**config.mk**
```make
export PLATFORM = sky130hd
export DESIGN_NAME = pabc_merge
export DESIGN_NICKNAME = d
export VERILOG_FILES = /design/src/sv/pabc_pkg.sv /design/src/sv/pabc_merge.sv
export SDC_FILE = /design/constraint.sdc
export NUM_CORES = 1
export LEC_CHECK = 0
export ABC_CLOCK_PERIOD_IN_PS = 7000
export BUFFER_PORTS_ARGS = -buffer_cell sky130_fd_sc_hd__buf_2
export CAP_MARGIN = 10
export CORE_ASPECT_RATIO = 1.5
export CORE_MARGIN = 4
export CORE_UTILIZATION = 56
export CTS_CLUSTER_SIZE = 16
export DETAILED_ROUTE_END_ITERATION = 10
export HOLD_SLACK_MARGIN = 0.15
export PLACE_DENSITY = 0.84
export SLEW_MARGIN = 10
export SYNTH_ARGS = -nofsm -noshare
export SYNTH_HDL_FRONTEND = slang
export SYNTH_SLANG_ARGS = --single-unit
```
**constraint.sdc**
```tcl
create_clock -name clk_i -period 7 [get_ports clk_i]
set_input_delay 1.4 -clock clk_i [delete_from_list [all_inputs] [get_ports clk_i]]
set_output_delay 1.4 -clock clk_i [all_outputs]
set_load 0.01 [all_outputs]
```
**src/sv/pabc_pkg.sv**
```systemverilog
`timescale 1ns / 1ps
// ----------------------------------------------------------------------------
// pabc_pkg: shared types and constants for the particle advect/blend/clamp unit
// Transaction payloads, configuration bundle, lane interface and fixed-point
// constants (all positions and velocities are signed Q16.16).
// ----------------------------------------------------------------------------
package pabc_pkg;

  // Input transaction
  typedef struct packed {
    logic signed [31:0] pos_x;
    logic signed [31:0] pos_y;
    logic signed [31:0] vel_x;
    logic signed [31:0] vel_y;
    logic signed [31:0] grid_vel_x;
    logic signed [31:0] grid_vel_y;
    logic signed [31:0] delta_vel_x;
    logic signed [31:0] delta_vel_y;
    logic               is_active;
    logic               last_in;
  } in_item_t;

  // Output transaction
  typedef struct packed {
    logic signed [31:0] new_pos_x;
    logic signed [31:0] new_pos_y;
    logic signed [31:0] new_vel_x;
    logic signed [31:0] new_vel_y;
    logic               still_active;
    logic               last_out;
  } out_item_t;

  // Configuration register bundle
  typedef struct packed {
    logic        [31:0] time_step;
    logic signed [15:0] blend_ratio;
    logic        [30:0] period_x;
    logic signed [31:0] bound_min_x;
    logic signed [31:0] bound_min_y;
    logic signed [31:0] bound_max_x;
    logic signed [31:0] bound_max_y;
    logic        [3:0]  mode_flags;
  } cfg_t;

  // Register indexes on the write port
  typedef enum logic [2:0] {
    CfgTimeStep  = 3'd0,
    CfgBlend     = 3'd1,
    CfgPeriodX   = 3'd2,
    CfgBoundMinX = 3'd3,
    CfgBoundMinY = 3'd4,
    CfgBoundMaxX = 3'd5,
    CfgBoundMaxY = 3'd6,
    CfgModeFlags = 3'd7
  } cfg_idx_e;

  // Bit positions in mode_flags
  localparam int unsigned ModeHold     = 0;
  localparam int unsigned ModePeriodic = 1;
  localparam int unsigned ModeReloc    = 2;
  localparam int unsigned ModeBounds   = 3;

  // Reset values
  localparam logic        [31:0] TimeStepRst  = 32'd0;
  localparam logic signed [15:0] BlendRst     = 16'sd3891;
  localparam logic        [30:0] PeriodXRst   = 31'd65536;
  localparam logic signed [31:0] BoundMinRst  = 32'sd0;
  localparam logic signed [31:0] BoundMaxRst  = 32'sd65536;
  localparam logic        [3:0]  ModeRst      = 4'd0;

  // Blend constants (Q4.12)
  localparam logic signed [15:0] BlendApicLim = -16'sd4096;
  localparam logic signed [17:0] OneQ12       = 18'sd4096;
  localparam logic signed [50:0] HalfQ12      = 51'sd2048;
  // Half an LSB of Q16.16 when the product is Q16.48
  localparam logic signed [65:0] HalfQ48      = 66'sd2147483648;

  // Relocation constants (Q16.16): trigger 0.8, new x -0.1, y offset 0.27
  localparam logic signed [32:0] RelocTrigger = 33'sd52429;
  localparam logic signed [31:0] RelocX       = -32'sd6554;
  localparam logic signed [32:0] RelocDy      = 33'sd17695;
  localparam logic signed [31:0] S32Max       = 32'sh7fff_ffff;

  // One coordinate's worth of input for a lane
  typedef struct packed {
    logic signed [31:0] pos;
    logic signed [31:0] vel;
    logic signed [31:0] pic;
    logic signed [31:0] inc;
  } lane_in_t;

  // Lane result after advection and blending
  typedef struct packed {
    logic signed [31:0] pos;
    logic signed [31:0] vel;
    logic               act;
    logic               bad;
  } lane_out_t;

endpackage

```
**src/sv/pabc_merge.sv**
```systemverilog
`timescale 1ns / 1ps
// ----------------------------------------------------------------------------
// pabc_merge: combines both lanes and applies the boundary handling
// Stage 3: overflow reset, periodic wrap, floor. Stage 4: relocation, clamp.
// ----------------------------------------------------------------------------
module pabc_merge import pabc_pkg::*; (
  input  logic      clk_i,
  input  logic      en3_i,
  input  logic      en4_i,
  input  logic      last_i,
  input  lane_out_t lane_x_i,
  input  lane_out_t lane_y_i,
  input  cfg_t      cfg_i,
  output out_item_t out_o
);

  // ---- stage 3 ----
  logic               use_b;
  logic signed [32:0] x33;
  logic signed [32:0] lx;
  logic signed [31:0] px_d, py_d, vx_d, vy_d;
  logic               act_d, live_d;

  assign use_b = cfg_i.mode_flags[ModeBounds];
  assign x33   = $signed({lane_x_i.pos[31], lane_x_i.pos});
  assign lx    = $signed({2'b00, cfg_i.period_x});

  always_comb begin
    px_d   = lane_x_i.pos;
    py_d   = lane_y_i.pos;
    vx_d   = lane_x_i.vel;
    vy_d   = lane_y_i.vel;
    act_d  = lane_x_i.act;
    live_d = 1'b0;
    if (lane_x_i.act) begin
      if (lane_x_i.bad || lane_y_i.bad) begin
        // NaN/Inf stand-in: park the particle
        act_d = 1'b0;
        vx_d  = '0;
        vy_d  = '0;
        px_d  = use_b ? cfg_i.bound_min_x : '0;
        py_d  = use_b ? cfg_i.bound_min_y : '0;
      end else begin
        live_d = 1'b1;
        if (cfg_i.mode_flags[ModePeriodic]) begin
          if (x33 > lx) begin
            px_d = 32'(x33 - lx);
          end else if (x33 < 33'sd0) begin
            px_d = 32'(x33 + lx);
          end
        end
        if (lane_y_i.pos < 32'sd0) begin
          py_d = '0;
          if (lane_y_i.vel < 32'sd0) begin
            vy_d = '0;
          end
        end
      end
    end
  end

  logic signed [31:0] s3_px_q, s3_py_q, s3_vx_q, s3_vy_q;
  logic               s3_act_q, s3_live_q, s3_last_q;

  always_ff @(posedge clk_i) begin
    if (en3_i) begin
      s3_px_q   <= px_d;
      s3_py_q   <= py_d;
      s3_vx_q   <= vx_d;
      s3_vy_q   <= vy_d;
      s3_act_q  <= act_d;
      s3_live_q <= live_d;
      s3_last_q <= last_i;
    end
  end

  // ---- stage 4 ----
  logic signed [32:0] y_off;
  logic signed [31:0] rx, ry;
  out_item_t          out_d;
  out_item_t          out_q;
  logic               clamped;

  assign y_off = $signed({s3_py_q[31], s3_py_q}) + RelocDy;

  always_comb begin
    rx      = s3_px_q;
    ry      = s3_py_q;
    clamped = 1'b0;
    out_d   = '0;
    out_d.new_vel_x    = s3_vx_q;
    out_d.new_vel_y    = s3_vy_q;
    out_d.still_active = s3_act_q;
    out_d.last_out     = s3_last_q;
    if (s3_live_q) begin
      if (cfg_i.mode_flags[ModeReloc] &&
          ($signed({s3_px_q[31], s3_px_q}) > RelocTrigger)) begin
        rx = RelocX;
        ry = (y_off[32] != y_off[31]) ? S32Max : y_off[31:0];
      end
      if (use_b) begin
        if (rx < cfg_i.bound_min_x) begin
          rx      = cfg_i.bound_min_x;
          clamped = 1'b1;
        end else if (rx > cfg_i.bound_max_x) begin
          rx      = cfg_i.bound_max_x;
          clamped = 1'b1;
        end
        if (ry < cfg_i.bound_min_y) begin
          ry      = cfg_i.bound_min_y;
          clamped = 1'b1;
        end else if (ry > cfg_i.bound_max_y) begin
          ry      = cfg_i.bound_max_y;
          clamped = 1'b1;
        end
      end
      if (clamped) begin
        out_d.new_vel_x    = '0;
        out_d.new_vel_y    = '0;
        out_d.still_active = 1'b0;
      end
    end
    out_d.new_pos_x = rx;
    out_d.new_pos_y = ry;
  end

  always_ff @(posedge clk_i) begin
    if (en4_i) begin
      out_q <= out_d;
    end
  end

  assign out_o = out_q;

endmodule

```
# Yosys cells after proc, flatten, opt, wreduce, memory -nomap -nowiden
# Cells that the tools add are included.
# word_totals
register_bits,260
inputBits,347
output_inout_bits,130
wordCells,65
# classes
n_addsub,3
magnitude_cmp,9
n_eq_ne,1
mux,38
n_reduce_logical,2
# ops
op,n
$mux 32,29
$mux 65,2
$gt 32x32->1,3
$lt 32x1->1 const B,3
$lt 32x32->1,2
$add 32x16->33 const B,1
$add 32x32->32,1
$gt 32x17->1 const B,1
$sub 32x32->32,1
$mux 1,7
$logic_and 1x1->1,1
$logic_or 1x1->1,1
$ne 1x1->1,1

# Longest topological paths before layout
# depth
word_depth,13
depth_mapped,28

# Worst setup path before layout
# OpenSTA, ideal clock, no wires.
# synth_timing
kind,register -> register
from,register s3_py_q[18]
to,"register out_q, in the netlist out_o[10], data pin"
t_arrival_ps,6271
required_time_ps,6869
setup_slack_ps,598
path_stages_with_launch,28
path_cell_list,edfxtp_1 -> clkbuf_1 -> nand4_1 -> nor3_1 -> and3_1 -> clkbuf_1 -> nor4b_1 -> and3_1 -> a21boi_0 -> ha_1 -> nor2_1 -> o2111a_1 -> or2_2 -> clkbuf_1 -> clkbuf_1 -> a31oi_1 -> ha_1 -> a211oi_1 -> o21ai_0 -> a221o_1 -> or3_1 -> a311oi_1 -> nor3_1 -> or2_0 -> buf_2 -> o31ai_4 -> buf_6 -> and2_1
# synth_rtl
element,line,source
from (decl),pabc_merge.sv:62,"logic signed [31:0] s3_px_q, s3_py_q, s3_vx_q, s3_vy_q;"
from (signal assigned),pabc_merge.sv:68,s3_py_q <= py_d;
to (signal assigned),pabc_merge.sv:129,out_q <= out_d;
to (decl),pabc_merge.sv:81,out_item_t out_q;

==> metrics.yaml <==
status: "completed"
drcViolationCount: 0
gp_congestion: 0.994
fill_cells: 2808
synth-main-ff-cell: "edfxtp_1"
startpoint_type: "flip-flop"
worstPathMaxFanout: 30
endpoint_kind: "flip-flop"
synth.distinct_cells: 84
synth_cells: 2146
peakVddDrop_mv: 0.172
max_freq_ghz: 0.149
worstMarginPinSlew_ps: 1050
drive_above_1_share: 0.232
syn-num-nets: 2685
die_h_um: 240
drt-pass1-iter-count: 7
synth_warnings: 0
nets: 3097
fp.dieW_um: 162
coreArea_mm2: 0.0352
hold_viol: 0
min_path_type: "flip-flop to flip-flop"
slew-limit-headroom: 0.299
wl_um: 72100
syn_avg_cell_area_um2: 9.32
power.density_mw_per_mm2: 210
cts_made_buffers: 23
portBuffers: 426
wl_per_cell_um: 23.6
critPathRequiredTime_ps: 7320
finalSetupTns_ps: 0
post-route-util: 0.674
cpPeakStageDelay_ps: 360
regArea_mm2: 0.00781
cts_hold_buf: 0
rsz0062_at_grt: "false"
cts_max_level: 1
clock_path_buffers: 3
insertion_delay_ps: 540
synth_area_mm2: 0.0200
root_buffer: "clkbuf_16"
setup_viol: 0
clkTransAtPathRegs_ps: 60
dr.first_iter.drc_count: 1892
multi_input_area_mm2: 0.0111
track_usage: 0.348
dieArea_mm2: 0.0389
synth-seq-cells: 260
fp-row-count: 84
max_cap_viol_count: 0
path_class: "flip-flop to flip-flop"
io_pins: 477
place_hpwl_um: 56700
synth_edf_count: 260
slew_violations: 0
leakage_nw: 10.6
whs_ps: 434
critPathMostFrequentCell: "buf_4"
clock-skew-final_ps: 21.1
clkSinkCount: 260
grt_pass1_vias: 18800
finalCritPeriodShare: 0.961
grt_max_degree: 70
vias: 19300
grt-ovfl-total: 0
ant_nets: 0
grt_pass1_wl_um: 105000
cp.arrival_ps: 7050
post-route-min-period_ps: 6730
seq_area_frac_synth: 0.390
async_flop_share: 0
area_growth_pct: 18.7
via_per_inst: 6.33
layout_commonest_cell: "buf_2"
critPathSlowestCell: "nor4b_2"
antenna_found_initial: 9
final_cell_mix: "buf_2, edfxtp_1, inv_1"
start_util: 0.568
cts_tree: "built"
registers in the layout, indices dropped and copies added, names as in the netlist:
name,flops
s3_last_q,1
s3_vy_q,32
s3_py_q,32
out_o,130
s3_live_q,1
s3_vx_q,32
s3_px_q,32
layer usage:
layer	up-vias	track usage	wire length, um
met2	1227	0.641	36900
met5	-	0	13
li1	8817	-	-
met1	9027	0.394	24900
met3	239	0.0368	6130
met4	2	0.184	4150
area by class of cell:
type	count	share of cell area
Clock buffer	27	0.0249
Tap cell	473	0.0249
Multi-Input combinational cell	1564	0.466
Timing Repair Buffer	497	0.115
Sequential cell	260	0.329
Clock inverter	10	0.00638
Inverter	212	0.0335
Antenna cell	9	0.000949
metrics by stage:
| step | area, um^2 | std cells | worst slack [ps] | power [W] |
|---|---|---|---|---|
| after floorplan | 20000 | 2146 | 598 | 0.00300 |
| after global placement | 22900 | 3001 | 249 | 0.00361 |
| after detailed placement | 22900 | 3001 | 119 | 0.00366 |
| after CTS | 23600 | 3038 | 50.8 | 0.00494 |
| after global routing | 23700 | 3051 | 16.2 | 0.00521 |
| final | 23700 | 3052 | 273 | 0.00499 |
power breakdown:
part / switching (W) / internal [W] / total (W)
registers: 0.0000839 / 0.00192 / 0.00200
clock network: 0.000555 / 0.000747 / 0.00130
logic: 0.00101 / 0.000677 / 0.00169
final timing paths:
path                            slack, ps             endpoint  cells past startpoint                  from
worst min register to register        430   out_o[0]$_DFFE_PP_                      0   s3_last_q$_DFFE_PP_
worst min-delay path                  430   out_o[0]$_DFFE_PP_                      0   s3_last_q$_DFFE_PP_
worst max register to register        270  out_o[84]$_DFFE_PP_                     30  s3_py_q[0]$_DFFE_PP_
worst max-delay path                  270  out_o[84]$_DFFE_PP_                     30  s3_py_q[0]$_DFFE_PP_
kinds of logic (layout without fill, tap and decap cells):
family / after synthesis / after routing / synth area share
xor gates and xnor gates: 16 / 16 / 0.00700
other: 0 / 9 / 0
muxes: 19 / 19 / 0.0101
buffers and inverters: 322 / 746 / 0.0629
and+or+nand+nor: 663 / 663 / 0.176
AOI/OAI and AO/OA: 674 / 674 / 0.233
adders and majority gates: 192 / 192 / 0.121
DFF: 260 / 260 / 0.390
timing repair:
item | CTS | global route
endpoints found under the hold margin | 0 | 0
setup endpoints to repair | 0 | 97
setup buffers | 0 | 4
resized for setup | 0 | 11
cell usage after synthesis (all sizes together), types with 13 or more instances:
| cell type | instances | share of area |
|---|---|---|
| nand2b | 39 | 0.012 |
| a31oi | 50 | 0.016 |
| nor3 | 27 | 0.0068 |
| nand3 | 48 | 0.012 |
| o211ai | 47 | 0.018 |
| a22oi | 42 | 0.016 |
| edfxtp | 260 | 0.39 |
| nand4 | 29 | 0.0091 |
| a221oi | 16 | 0.0070 |
| a21o | 47 | 0.018 |
| a211oi | 31 | 0.012 |
| nor3b | 13 | 0.0049 |
| nor2b | 60 | 0.019 |
| o21a | 16 | 0.0060 |
| a221o | 19 | 0.0095 |
| and3 | 28 | 0.0088 |
| o31ai | 22 | 0.0092 |
| or2 | 18 | 0.0056 |
| and2 | 109 | 0.034 |
| a22o | 38 | 0.017 |
| clkbuf | 98 | 0.018 |
| nand2 | 120 | 0.023 |
| a21oi | 126 | 0.032 |
| xnor2 | 14 | 0.0061 |
| ha | 190 | 0.12 |
| nor2 | 128 | 0.024 |
| o21ai | 122 | 0.031 |
| inv | 211 | 0.040 |
worst max-delay path: cells and delay by family, from the launching register on:
kind,cells,cell delay [ps]
AO/OA/AOI/OAI,12,2400
adder cells (fa/ha/maj),3,890
buffers and inverters,7,1090
flip-flops,1,350
multiplexers,1,270
AND/OR/NAND/NOR,7,1480
Power figures use the tool's default switching activity.
